[config.mk]
export PLATFORM = sky130hd
export DESIGN_NAME = glob_wildcard_matcher
export DESIGN_NICKNAME = d
export VERILOG_FILES = /design/src/rtl/core/gwm_pkg.sv /design/src/rtl/core/glob_wildcard_matcher.sv
export SDC_FILE = /design/constraint.sdc
export NUM_CORES = 1
export LEC_CHECK = 0
export BUFFER_PORTS_ARGS = -buffer_cell sky130_fd_sc_hd__buf_2
export CORE_ASPECT_RATIO = 1.25
export CORE_MARGIN = 5
export CORE_UTILIZATION = 60
export DETAILED_ROUTE_END_ITERATION = 8
export GPL_ROUTABILITY_DRIVEN = 1
export GPL_TIMING_DRIVEN = 1
export PLACE_DENSITY = 0.81
export SYNTH_ARGS = -nofsm -noshare
export SYNTH_HDL_FRONTEND = slang
export SYNTH_SLANG_ARGS = --single-unit
export TNS_END_PERCENT = 30
[constraint.sdc]
create_clock -name clock -period 10.8 [get_ports clock]
set_input_delay 0.54 -clock clock [delete_from_list [all_inputs] [get_ports clock]]
set_output_delay 0.54 -clock clock [all_outputs]
set_load 0.005 [all_outputs]
[src/rtl/core/gwm_pkg.sv]
// Shared constants, codes and types for the glob wildcard matcher.
package gwm_pkg;

   // Pattern store depth and the widths that follow from it.
   localparam int MAX_ELEMENTS = 32;
   localparam int POS_W        = MAX_ELEMENTS + 1;
   localparam int CNT_W        = $clog2(MAX_ELEMENTS + 1);

   // Command codes carried on the request channel.
   typedef logic [1:0] cmd_type;
   localparam cmd_type CMD_CLEAR  = 2'd0;
   localparam cmd_type CMD_APPEND = 2'd1;
   localparam cmd_type CMD_TEXT   = 2'd2;
   localparam cmd_type CMD_END    = 2'd3;

   // Pattern element kinds.
   typedef logic [1:0] kind_type;
   localparam kind_type KIND_LITERAL = 2'd0;
   localparam kind_type KIND_ANY     = 2'd1;
   localparam kind_type KIND_STAR    = 2'd2;

   // Special pattern characters.
   localparam logic [7:0] CHAR_STAR   = 8'h2A;
   localparam logic [7:0] CHAR_QUEST  = 8'h3F;
   localparam logic [7:0] CHAR_BSLASH = 8'h5C;

   typedef logic [POS_W-1:0] pos_type;

endpackage

[src/rtl/core/glob_wildcard_matcher.sv]
// Glob wildcard matcher: pattern store and bit-vector matching automaton.
//
// Usage: every request transaction carries a command in req_tuser and a byte
// in req_tdata. Clear empties the stored pattern, append adds one pattern
// byte (star, question mark and backslash escapes are decoded on the way in),
// text feeds one byte of the text under test, and end closes the text. Only
// an end transaction produces a response: rsp_tdata bit 0 is set when the whole
// text matched, bit 1 when the pattern overflowed the store (matched is then
// zero). The pattern is kept across texts; each end restarts the matcher.
// A request is registered on acceptance and processed from the input register.
// Throughput: one transaction per cycle of any kind; an end transaction waits
// while a response is held. The whole position set, star closure included,
// is updated combinationally; the closure is an adder carry chain across the
// element positions. Reset clears the pattern, the escape and overflow flags
// and returns the position set to its start position. When the receiver
// stalls, the response waits in its output register; clear, append and text
// transactions keep flowing past it, and only the next end transaction waits
// for the output register to drain.
module glob_wildcard_matcher (
   input  logic       clock,
   input  logic       reset,
   input  logic       req_tvalid,
   output logic       req_tready,
   input  logic [7:0] req_tdata,   // [7:0] data_byte
   input  logic [1:0] req_tuser,   // [1:0] command
   output logic       rsp_tvalid,
   input  logic       rsp_tready,
   output logic [7:0] rsp_tdata    // [0] matched, [1] pattern_overflow, [7:2] zero
);

   localparam int MaxEl = gwm_pkg::MAX_ELEMENTS;
   localparam int CntW  = gwm_pkg::CNT_W;
   localparam int PosW  = gwm_pkg::POS_W;

   // Input register.
   logic               in_valid_ff, in_valid_in;
   gwm_pkg::cmd_type   in_cmd_ff;
   logic [7:0]         in_byte_ff;

   // Output register.
   logic               out_valid_ff, out_valid_in;
   logic               out_matched_ff, out_matched_in;
   logic               out_ovf_ff, out_ovf_in;

   // Pattern store and matcher state.
   gwm_pkg::kind_type  kind_ff [MaxEl];
   gwm_pkg::kind_type  kind_in [MaxEl];
   logic [7:0]         byte_ff [MaxEl];
   logic [7:0]         byte_in [MaxEl];
   logic [CntW-1:0]    count_ff, count_in;
   logic               esc_ff, esc_in;
   logic               ovf_ff, ovf_in;
   gwm_pkg::pos_type   act_ff, act_in;

   // Element writes of the current transaction, up to two.
   logic               a_en, b_en;
   gwm_pkg::kind_type  a_kind, b_kind;
   logic [7:0]         a_byte, b_byte;
   logic [CntW:0]      idx_b;
   logic               a_fit, b_fit, ovf_new;
   logic               esc_upd;

   // Matching view of the updated pattern.
   gwm_pkg::pos_type   star_vec, hit_vec, clos, adv;
   logic               end_hit;
   logic               fire;
   logic               is_wild;

   // Star closure as a carry chain: a carry enters position j when an active
   // star sits below it with only stars in between.
   function automatic gwm_pkg::pos_type closure(gwm_pkg::pos_type s,
                                                gwm_pkg::pos_type star);
      gwm_pkg::pos_type sum;
      sum = (s & star) + star;
      return s | (sum ^ (star & ~s));
   endfunction

   // Handshake: the processing stage stalls only for an end transaction while
   // a response is still waiting.
   assign fire = in_valid_ff &&
                 (!out_valid_ff || rsp_tready || (in_cmd_ff != gwm_pkg::CMD_END));
   assign req_tready = !in_valid_ff || fire;
   assign in_valid_in = req_tready ? req_tvalid : in_valid_ff;

   always_ff @(posedge clock) begin
      if (reset) begin
         in_valid_ff <= 1'b0;
      end else begin
         in_valid_ff <= in_valid_in;
      end
   end

   always_ff @(posedge clock) begin
      if (req_tready && req_tvalid) begin
         in_cmd_ff  <= req_tuser;
         in_byte_ff <= req_tdata;
      end
   end

   // Decode the element writes that this transaction makes.
   assign is_wild = (in_byte_ff == gwm_pkg::CHAR_STAR) ||
                    (in_byte_ff == gwm_pkg::CHAR_QUEST);

   always_comb begin
      gwm_pkg::kind_type norm_kind;
      logic              norm_en;
      norm_en   = 1'b1;
      norm_kind = gwm_pkg::KIND_LITERAL;
      if (in_byte_ff == gwm_pkg::CHAR_STAR) begin
         norm_kind = gwm_pkg::KIND_STAR;
      end else if (in_byte_ff == gwm_pkg::CHAR_QUEST) begin
         norm_kind = gwm_pkg::KIND_ANY;
      end else if (in_byte_ff == gwm_pkg::CHAR_BSLASH) begin
         norm_en = 1'b0;
      end

      a_en    = 1'b0;
      a_kind  = gwm_pkg::KIND_LITERAL;
      a_byte  = gwm_pkg::CHAR_BSLASH;
      b_en    = 1'b0;
      b_kind  = norm_kind;
      b_byte  = in_byte_ff;
      esc_upd = 1'b0;
      unique case (in_cmd_ff)
         gwm_pkg::CMD_CLEAR: begin
            esc_upd = 1'b0;
         end
         gwm_pkg::CMD_APPEND: begin
            if (esc_ff && is_wild) begin
               // Escaped wildcard becomes a literal.
               a_en   = 1'b1;
               a_byte = in_byte_ff;
            end else if (esc_ff) begin
               // The held backslash is a literal; the byte is then decoded.
               a_en    = 1'b1;
               b_en    = norm_en;
               esc_upd = !norm_en;
            end else begin
               a_en    = norm_en;
               a_kind  = norm_kind;
               a_byte  = in_byte_ff;
               esc_upd = !norm_en;
            end
         end
         gwm_pkg::CMD_TEXT, gwm_pkg::CMD_END: begin
            // A dangling backslash is stored as a literal first.
            a_en = esc_ff;
         end
         default: begin
            esc_upd = 1'b0;
         end
      endcase
   end

   // Place the writes and track overflow of the store.
   assign a_fit   = a_en && (count_ff < CntW'(MaxEl));
   assign idx_b   = {1'b0, count_ff} + (CntW + 1)'(a_en);
   assign b_fit   = b_en && (idx_b < (CntW + 1)'(MaxEl));
   assign ovf_new = (a_en && !a_fit) || (b_en && !b_fit);

   always_comb begin
      for (int i = 0; i < MaxEl; i++) begin
         kind_in[i] = kind_ff[i];
         byte_in[i] = byte_ff[i];
         if (a_fit && (count_ff == CntW'(i))) begin
            kind_in[i] = a_kind;
            byte_in[i] = a_byte;
         end
         if (b_fit && (idx_b == (CntW + 1)'(i))) begin
            kind_in[i] = b_kind;
            byte_in[i] = b_byte;
         end
      end
      count_in = count_ff + CntW'(a_fit) + CntW'(b_fit);
   end

   // Per-position star and byte-match vectors over the updated pattern.
   always_comb begin
      star_vec = '0;
      hit_vec  = '0;
      for (int i = 0; i < MaxEl; i++) begin
         if (CntW'(i) < count_in) begin
            star_vec[i] = (kind_in[i] == gwm_pkg::KIND_STAR);
            hit_vec[i]  = (kind_in[i] == gwm_pkg::KIND_ANY) ||
                          ((kind_in[i] == gwm_pkg::KIND_LITERAL) &&
                           (byte_in[i] == in_byte_ff));
         end
      end
   end

   // Advance the position set by one text byte.
   assign clos    = closure(act_ff, star_vec);
   assign adv     = (clos & star_vec) | ((clos & hit_vec) << 1);
   assign end_hit = clos[count_in];

   // Next state of the matcher.
   always_comb begin
      esc_in = esc_ff;
      ovf_in = ovf_ff;
      act_in = act_ff;
      if (fire) begin
         unique case (in_cmd_ff)
            gwm_pkg::CMD_CLEAR: begin
               esc_in = 1'b0;
               ovf_in = 1'b0;
               act_in = PosW'(1);
            end
            gwm_pkg::CMD_APPEND: begin
               esc_in = esc_upd;
               ovf_in = ovf_ff || ovf_new;
            end
            gwm_pkg::CMD_TEXT: begin
               esc_in = 1'b0;
               ovf_in = ovf_ff || ovf_new;
               act_in = adv;
            end
            gwm_pkg::CMD_END: begin
               esc_in = 1'b0;
               ovf_in = ovf_ff || ovf_new;
               act_in = PosW'(1);
            end
            default: begin
               act_in = act_ff;
            end
         endcase
      end
   end

   always_ff @(posedge clock) begin
      if (reset) begin
         count_ff <= '0;
         esc_ff   <= 1'b0;
         ovf_ff   <= 1'b0;
         act_ff   <= PosW'(1);
      end else begin
         if (fire) begin
            count_ff <= (in_cmd_ff == gwm_pkg::CMD_CLEAR) ? '0 : count_in;
         end
         esc_ff <= esc_in;
         ovf_ff <= ovf_in;
         act_ff <= act_in;
      end
   end

   // Pattern store entries.
   always_ff @(posedge clock) begin
      if (fire) begin
         for (int i = 0; i < MaxEl; i++) begin
            kind_ff[i] <= kind_in[i];
            byte_ff[i] <= byte_in[i];
         end
      end
   end

   // Response register.
   always_comb begin
      out_valid_in   = out_valid_ff && !rsp_tready;
      out_matched_in = out_matched_ff;
      out_ovf_in     = out_ovf_ff;
      if (fire && (in_cmd_ff == gwm_pkg::CMD_END)) begin
         out_valid_in   = 1'b1;
         out_ovf_in     = ovf_ff || ovf_new;
         out_matched_in = end_hit && !(ovf_ff || ovf_new);
      end
   end

   always_ff @(posedge clock) begin
      if (reset) begin
         out_valid_ff <= 1'b0;
      end else begin
         out_valid_ff <= out_valid_in;
      end
   end

   always_ff @(posedge clock) begin
      out_matched_ff <= out_matched_in;
      out_ovf_ff     <= out_ovf_in;
   end

   assign rsp_tvalid = out_valid_ff;
   assign rsp_tdata  = {6'b0, out_ovf_ff, out_matched_ff};

endmodule
# == Word level (Yosys, flattened, before mapping) ==
# Memory sizes are Yosys's and may differ from the RTL's.
# Cells that the tools add are included.
# classes
reduce_logical,192
muxes,219
bitwise,8
add_sub_neg,4
eq_ne,165
n_lt_le_gt_ge,35
# ops
operator,count
$mux W8,67
$eq A8 B8 Y1,32
$mux W2,68
$eq A7 B5 Y1 const B,16
$logic_and A1 B1 Y1,106
$eq A6 B5 Y1 const B,16
$lt A5 B6 Y1 const A,16
$mux W1,78
$eq A2 B2 Y1 const B,34
$and A33 B32 Y33,2
$eq A2 B1 Y1 const B,33
$logic_not A2 Y1,33
$or A33 B33 Y33,2
$pmux W33 S2,1
$eq A7 B4 Y1 const B,8
$eq A6 B4 Y1 const B,8
$lt A4 B6 Y1 const A,8
$logic_or A1 B1 Y1,38
$add A33 B32 Y33,1
$and A32 B33 Y33,1
$not A33 Y33,1
$xor A33 B33 Y33,1
$and A32 B32 Y32,1
$eq A7 B3 Y1 const B,4
other kinds (26),48
# word_totals
memories,2
regBits,55
ram_bits,320
in_bits,14
word_cells,635
# memory_table
memory,depth,width,rd,rd_ports_with_merged_regs,write_ports,line,source
byte_ff,32,8,32,0,32,glob_wildcard_matcher.sv:48,logic [7:0] byte_ff [MaxEl];
kind_ff,32,2,32,0,32,glob_wildcard_matcher.sv:46,gwm_pkg::kind_type kind_ff [MaxEl];

# == Depth between registers and ports, before layout ==
# Gate-level depths: netlist of the first run.
# logic_depth
word_depth,21
ltp_mapped,39
depth_no_buf,31

# == Worst setup path before layout of the first run ==
# OpenSTA, ideal clock, no wires.
# synth_timing
path_kind,reg2reg
startpoint,reg in_cmd_ff[0]
endpoint,reg act_ff[14]
slack_ns,1.528
required_time_ns,10.730
path_buffers,1
setup_ns,0.070
stages_incl_launch_ff,10
arrival_time_ns,9.202
cell_sequence,edfxtp_1 -> ha_1 -> nand2_1 -> nand2_1 -> inv_1 -> nand2_1 -> nor2_1 -> clkbuf_1 -> o21ai_0 -> a21oi_1
# synth_between
word_cells_on_any_way,158
cone_classes,add/sub (4); order compare (16); eq/ne (35); mux (53); bitwise (7); reduce/logical (43)
# synth_lines
element,line,source
from (decl),glob_wildcard_matcher.sv:37,gwm_pkg::cmd_type in_cmd_ff;
from (signal assigned),glob_wildcard_matcher.sv:95,in_cmd_ff <= req_tuser;
$ne A2 B2 Y1,glob_wildcard_matcher.sv:81,(!out_valid_ff || rsp_tready || (in_cmd_ff != gwm_pkg::CMD_END));
$logic_or A1 B1 Y1,glob_wildcard_matcher.sv:81,
$logic_and A1 B1 Y1,glob_wildcard_matcher.sv:80,assign fire = in_valid_ff &&
named net fire,glob_wildcard_matcher.sv:66,logic fire;
$reduce_and A2 Y1 (no line),--,
to (signal assigned),glob_wildcard_matcher.sv:234,act_ff <= PosW'(1);
to (signal assigned),glob_wildcard_matcher.sv:241,act_ff <= act_in;
to (decl),glob_wildcard_matcher.sv:53,"gwm_pkg::pos_type act_ff, act_in;"
# The timed path passes the listed nets, and every way through them passes these cells.
# A chain may end at the register's enable or synchronous reset.

# == Worst setup path in the final report of the first run ==
# layout_timing
startpoint,reg in_cmd_ff[0]
endpoint,reg out_matched_ff (data pin)
# layout_between
elab_chain_len,17
word_cells_on_any_way,284
cone_classes,add/sub (4); order compare (33); eq/ne (66); mux (101); bitwise (4); reduce/logical (76)
# layout_lines
element,line,source
branches (longest 16 deep; another with $add A33 B32 Y33),--,
$logic_and A1 B1 Y1 *,glob_wildcard_matcher.sv:263,out_matched_in = end_hit && !(ovf_ff || ovf_new);
to (signal assigned),glob_wildcard_matcher.sv:276,out_matched_ff <= out_matched_in;
to (decl),glob_wildcard_matcher.sv:42,"logic out_matched_ff, out_matched_in;"
# Every way passes the cells marked *. The select of a mux whose other input is x is not followed.

==> results.yml, run 1 <==
clocking:
  cts_buffers: 41
  cts_resized: 0
  root_buffer: "clkbuf_16"
  h-tree-depth: 2
  cts_tree: "built"
  postCtsHoldBufs: 0
  post_cts.repair.setup_buffers: 0
  cts_buffer_depth: 3
  clkTransAtPathRegs_ns: 0.06
  cts_sinks: 375
  clock_latency_ns: 0.60
floorplanning:
  die_h_microns: 236
  die_x_microns: 191
  row_count: 82
  start_util_pct: 61.0
  core_sq_um: 40200
  ioPinCount: 24
  fp.dieArea_sq_um: 45000
yosys:
  synth_ff_type: "edfxtp_1"
  yosysTopAreaCell: "edfxtp_1"
  synth_commonest_cells: "nor2_1 (388), a21oi_1 (350), edfxtp_1 (332), nand2_1 (291), o21ai_0 (230)"
  synth_edf_count: 332
  synth_fa_ha_area_share_pct: 0.541
  yosysMostFrequentCell: "nor2_1"
  synth_async_sr_flop_share_pct: 0
  synth_area_leaders: "edfxtp_1 (41%), a21oi_1 (7.1%), nor2_1 (5.9%)"
  synth_top_family_by_area: "compound AO/OA/AOI/OAI gates"
  synth-simple-area-share_pct: 19.7
  synthMuxAreaShare_pct: 0.990
  yosys_warnings: 0
  avgSynthCellArea_sq_um: 8.73
  synth_top_area_share_pct: 40.7
  synth_xor_area_share_pct: 0.357
  synth_compound_area_share_pct: 30.2
  ys_seq_area_share_pct: 44.2
  synth_cell_types: 114
  synthesis.area_sq_um: 24500
  ys_seq_elements: 375
  postSynthCellCount: 2808
layout:
  final_core_util_pct: 65.6
  syn2layout_area_growth_pct: 7.50
  drive_above_1_share_pct: 7.91
  fillers: 3336
  final_area_sq_um: 26400
  nNetsFinal: 2780
outcome:
  violations: "design-rule violations"
  outcome: "finished, violations left"
detailed_routing:
  via_per_inst: 7.41
  vias: 24700
  wl_mm: 92.2
  ant_nets: 0
  wl_per_cell_microns: 27.7
  drt_iter0_markers: 3491
  drt_pass1_iterations: 9
  drc_errors: 1
placement:
  gp_congestion: 1.08
  port_buffers: 17
  dpl.hpwl_mm: 62.9
  dpl_cell_area_sq_um: 25000
setup_path:
  slowest_delay_ns: 0.89
  worstPathRequired_ns: 11.18
  cp.arrival_ns: 9.89
  crit_path_end_kind: "register"
  cp_slowest_cell: "xor2_1"
  worstSetupPathType: "register to register"
  start_kind: "register"
  cp_common_cell: "ha_1"
  path_max_fanout: 27
sta:
  skew_ns: 0.0298
  rsz0062_at_grt: "no"
  finalSetupTns_ns: 0
  slew_viol_final: 0
  fin_crit_sh_pct: 88.0
  min_period_ns: 9.51
  setup_viol: 0
  slew_headroom_pct: 14.2
  hold_ws_ns: 0.120
  timing.fmax_mhz: 105
  finalHoldViolCount: 0
  tightest_slew_ns: 1.28
power_and_ir_drop:
  total_power_mw: 3.26
  cellLeakagePower_nw: 8.45
  power_density_nw_per_um2: 124
  vdd_drop_max_uv: 148
min_path:
  hold_class: "primary input to register"
grt:
  grt_max_degree: 117
  grt-ovfl-total: 0
  grt.total_usage_pct: 39.4
  grt_pass1_wl_mm: 138
  grt_pass1_vias: 23400
  antenna_found_initial: 1
flow_run:
  maxCapViolCount: 0
[final timing paths]
kind	slack [ns]	to	depth (start not counted)	start
max	1.29	out_matched_ff$_DFFE_PP_	28	in_cmd_ff[0]$_DFFE_PP_
min	0.12	b_byte[4]$_DFFE_PP_	1	req_tdata[4]
max reg2reg	1.29	out_matched_ff$_DFFE_PP_	28	in_cmd_ff[0]$_DFFE_PP_
min reg2reg	0.52	act_ff[2]$_SDFFE_PP0P_	2	act_ff[2]$_SDFFE_PP0P_
[layer usage]
layer	global-route usage, %	vias up	wire [microns]
li1	-	10700	-
met1	49.9	11500	32800
met2	59.9	1898	39800
met3	9.33	526	11600
met4	26.8	2	7870
met5	0	-	7
[critical path: cells and delay by family (launching register included)]
family                   cells  cell delay [ns]
buffers and inverters        3             0.66
adder cells (fa/ha/maj)      5             1.72
flip-flops                   1             0.46
XOR/XNOR                     1             0.89
AO/OA/AOI/OAI                9             2.87
AND/OR/NAND/NOR             10             2.68
[sequential cells by signal, indices dropped and copies added, names as in the netlist]
| signal | flops |
|---|---|
| byte_ff | 256 |
| kind_ff | 64 |
| act_ff | 33 |
| b_byte | 8 |
| count_ff | 6 |
| in_cmd_ff | 2 |
| esc_ff | 1 |
| in_valid_ff | 1 |
| out_matched_ff | 1 |
| out_ovf_ff | 1 |
| ovf_ff | 1 |
| rsp_tvalid | 1 |
[cell families (layout without fill, tap and decap cells)]
kind of cell               after synthesis  in the layout
other                                    1              7
muxes                                   24             24
xor gates and xnor gates                10             10
DFF                                    375            375
buffers and inverters                  231            201
adders and majority gates               10             10
and+or+nand+nor                       1023           1023
AOI/OAI and AO/OA                     1134           1134
[cells in the final DEF (no fill, tap or decap), types with 11 or more instances in the layout]
cell	Yosys	final
a22oi_1	50	50
buf_4	13	63
a21oi_1	350	349
nor2b_1	20	19
a221oi_1	24	24
o221ai_1	26	26
and3_1	11	11
or4_1	11	11
a21o_1	15	15
nand2b_1	21	21
clkbuf_16	0	41
and2_1	22	22
mux2i_1	22	22
dfxtp_1	43	43
nand3b_1	12	12
o2bb2ai_1	19	19
o21ai_0	230	229
buf_2	23	17
o21ai_1	20	20
nand4_1	15	15
o211ai_1	13	13
nor3_1	75	74
nand3_1	55	55
inv_1	48	40
or2_2	11	11
a22o_1	58	58
nand2_1	291	291
or3_1	16	16
o22ai_1	69	69
o22a_1	13	13
nor4_1	21	20
o31ai_1	22	22
a2bb2oi_1	33	33
a211oi_1	26	26
a31oi_1	27	27
edfxtp_1	332	332
nor2_1	388	388
a32oi_1	14	14
[power by group]
part           internal (mW)  switching [mW]  total (mW)
combinational         0.0517           0.184       0.236
clock                  0.816           0.613        1.43
sequential              1.58         0.00646        1.59
total                   2.45           0.804        3.26
[through the flow]
stage / worst slack, ns / cells
after floorplan: 1.53 / 2813
after global placement: 1.96 / 3259
after detailed placement: 1.59 / 3259
after CTS: 1.57 / 3329
after global routing: 0.786 / 3329
final: 1.29 / 3330
[area by class of cell]
cell class / instances / area, sq um / share of cell area (%)
Tap cell: 546 / 683 / 2.59
Multi-Input combinational cell: 2207 / 12800 / 48.5
Sequential cell: 375 / 10800 / 41.1
Clock buffer: 51 / 1090 / 4.15
Inverter: 51 / 199 / 0.755
Clock inverter: 19 / 223 / 0.845
Timing Repair Buffer: 80 / 558 / 2.12
Antenna cell: 1 / 2.50 / 0.00949
Power figures use the tool's default switching activity.
==> run 2: changes to the inputs <==
==> constraint.sdc (replaced) <==
create_clock -name clock -period 10.8 [get_ports clock]
set_input_delay 1.62 -clock clock [delete_from_list [all_inputs] [get_ports clock]]
set_output_delay 1.62 -clock clock [all_outputs]
set_load 0.005 [all_outputs]
==> run 2 against run 1 <==
Against the previous run:
- the run now ends clean
- cell area is essentially flat
- die area stayed put
- global-route usage is 0.34 points lower
- critical path depth stayed put
- combinational power about the same
- via count hardly changed
- worst hold slack improved by 0.40 ns
- register-to-register slack improved by 0.18 ns
- non-clock buffer count down 1
==> results.yml, run 2 (synthesis gave the netlist of run 1 again) <==
clocking:
  post_cts.repair.setup_buffers: 0
  cts_resized: 0
  cts_sinks: 375
  cts_buffers: 40
  cts_tree: "built"
  root_buffer: "clkbuf_16"
  clock_latency_ns: 0.57
  postCtsHoldBufs: 0
  h-tree-depth: 2
  cts_buffer_depth: 3
  clkTransAtPathRegs_ns: 0.07
sta:
  tightest_slew_ns: 1.21
  finalHoldViolCount: 0
  min_period_ns: 9.33
  slew_viol_final: 0
  skew_ns: 0.0266
  rsz0062_at_grt: "no"
  slew_headroom_pct: 18.3
  setup_viol: 0
  finalSetupTns_ns: 0
  timing.fmax_mhz: 107
  fin_crit_sh_pct: 86.4
power_and_ir_drop:
  p_switching_uw: 784
  p_int_mw: 2.45
  vdd_drop_max_uv: 144
  p_seq_share_pct: 49.2
  p_sw_share_pct: 24.2
  pwr-share-comb_pct: 7.3
  p_clk_share_pct: 43.6
  cellLeakagePower_nw: 8.43
  power_density_nw_per_um2: 123
  total_power_mw: 3.24
setup_path:
  start_kind: "register"
  cp_common_cell: "ha_1"
  slowest_delay_ns: 0.89
  worstPathRequired_ns: 11.18
  crit_path_end_kind: "register"
  cp_slowest_cell: "xor2_1"
  path_max_fanout: 27
  cp.arrival_ns: 9.71
  worstSetupPathType: "register to register"
detailed_routing:
  vias: 24700
  wl_mm: 91.5
  drc_errors: 0
  via_per_inst: 7.40
  wl_per_cell_microns: 27.4
  ant_nets: 0
  drt_pass1_iterations: 9
  drt_iter0_markers: 3549
grt:
  grt_pass1_vias: 23500
  grt_max_degree: 173
  grt.total_usage_pct: 39.1
  grt-ovfl-total: 0
  grt_pass1_wl_mm: 137
  antenna_found_initial: 3
layout:
  layout_commonest_cell: "nor2_1"
  nNetsFinal: 2778
  largest_register_ffs: 256
  drive_above_1_share_pct: 7.75
  final_cell_mix: "nor2_1 (388), a21oi_1 (349), edfxtp_1 (332)"
  top_register: "byte_ff"
  syn2layout_area_growth_pct: 7.48
  final_area_sq_um: 26400
  fillers: 3294
  biggestRegsByFlops: "byte_ff: 256 flops, kind_ff: 64 flops, act_ff: 33 flops"
outcome:
  outcome: "finished, final reports clean"
floorplanning:
  fp.dieArea_sq_um: 45000
  die_x_microns: 191
  die_h_microns: 236
  ioPinCount: 24
  core_sq_um: 40200
  start_util_pct: 61.0
  row_count: 82
placement:
  dpl_cell_area_sq_um: 25100
  gp_congestion: 1.08
  port_buffers: 17
  dpl.hpwl_mm: 62.9
flow_run:
  maxCapViolCount: 0
min_path:
  hold_class: "register to register"
==> run 2: cell count changes in the layout (fill, tap and decap cells not counted) <==
| cell | delta |
|---|---|
| clkinvlp_4 | +1 |
| clkinv_2 | -1 |
| clkinv_8 | -2 |
| buf_12 | +1 |
| clkbuf_1 | +7 |
| inv_6 | -1 |
| buf_4 | -2 |
| diode_2 | +1 |
==> run 2: final cells by class <==
cell class                 instances  area, sq um  area share, %
clock buffer                      58         1120           4.25
inverter                          51          199          0.755
antenna                            2         5.00         0.0190
tap                              546          683           2.59
timing repair buffer              79          563           2.14
multi-input combinational       2207        12800           48.5
sequential                       375        10800           41.1
clock inverter                    16          184          0.698
==> run 2: through the flow <==
step / setup WS, ns / cells / util, % / hold WS (ns)
after floorplan: 0.537 / 2813 / - / 0.466
after global placement: 1.94 / 3258 / 62.3 / 0.498
after detailed placement: 1.71 / 3258 / 62.3 / 0.498
after CTS: 1.66 / 3332 / 65.5 / 0.506
after global routing: 0.892 / 3332 / 65.5 / 0.540
final: 1.47 / 3334 / 65.5 / 0.518
==> run 2: final timing paths <==
kind / start / slack (ns) / depth (start not counted) / end
max: in_cmd_ff[0]$_DFFE_PP_ / 1.47 / 28 / out_matched_ff$_DFFE_PP_
min: act_ff[2]$_SDFFE_PP0P_ / 0.52 / 2 / act_ff[2]$_SDFFE_PP0P_
max reg2reg: in_cmd_ff[0]$_DFFE_PP_ / 1.47 / 28 / out_matched_ff$_DFFE_PP_
min reg2reg: act_ff[2]$_SDFFE_PP0P_ / 0.52 / 2 / act_ff[2]$_SDFFE_PP0P_
==> run 2: power groups by stage <==
stage	clock [mW]	combinational, mW	sequential, mW
final	1.41	0.235	1.59
after CTS	1.41	0.223	1.59
after floorplan	0	0.141	1.64
after global routing	1.47	0.241	1.59
after detailed placement	0	0.223	1.62
after global placement	0	0.219	1.62
==> run 2: routing by layer <==
| metal | GRT usage [%] | part of all wire (%) |
|---|---|---|
| met1 | 50.0 | 36 |
| met2 | 60.0 | 44 |
| met3 | 8.75 | 12 |
| met4 | 24.7 | 7.7 |
| met5 | 0 | 0.032 |
==> run 2: critical path, delay by kind of cell (launching register included) <==
kind	cells	cell delay (ns)
xor+xnor	1	0.89
simple gates	10	2.57
flops	1	0.46
fa+ha+maj	5	1.74
buf+inv	3	0.64
compound gates	9	2.84
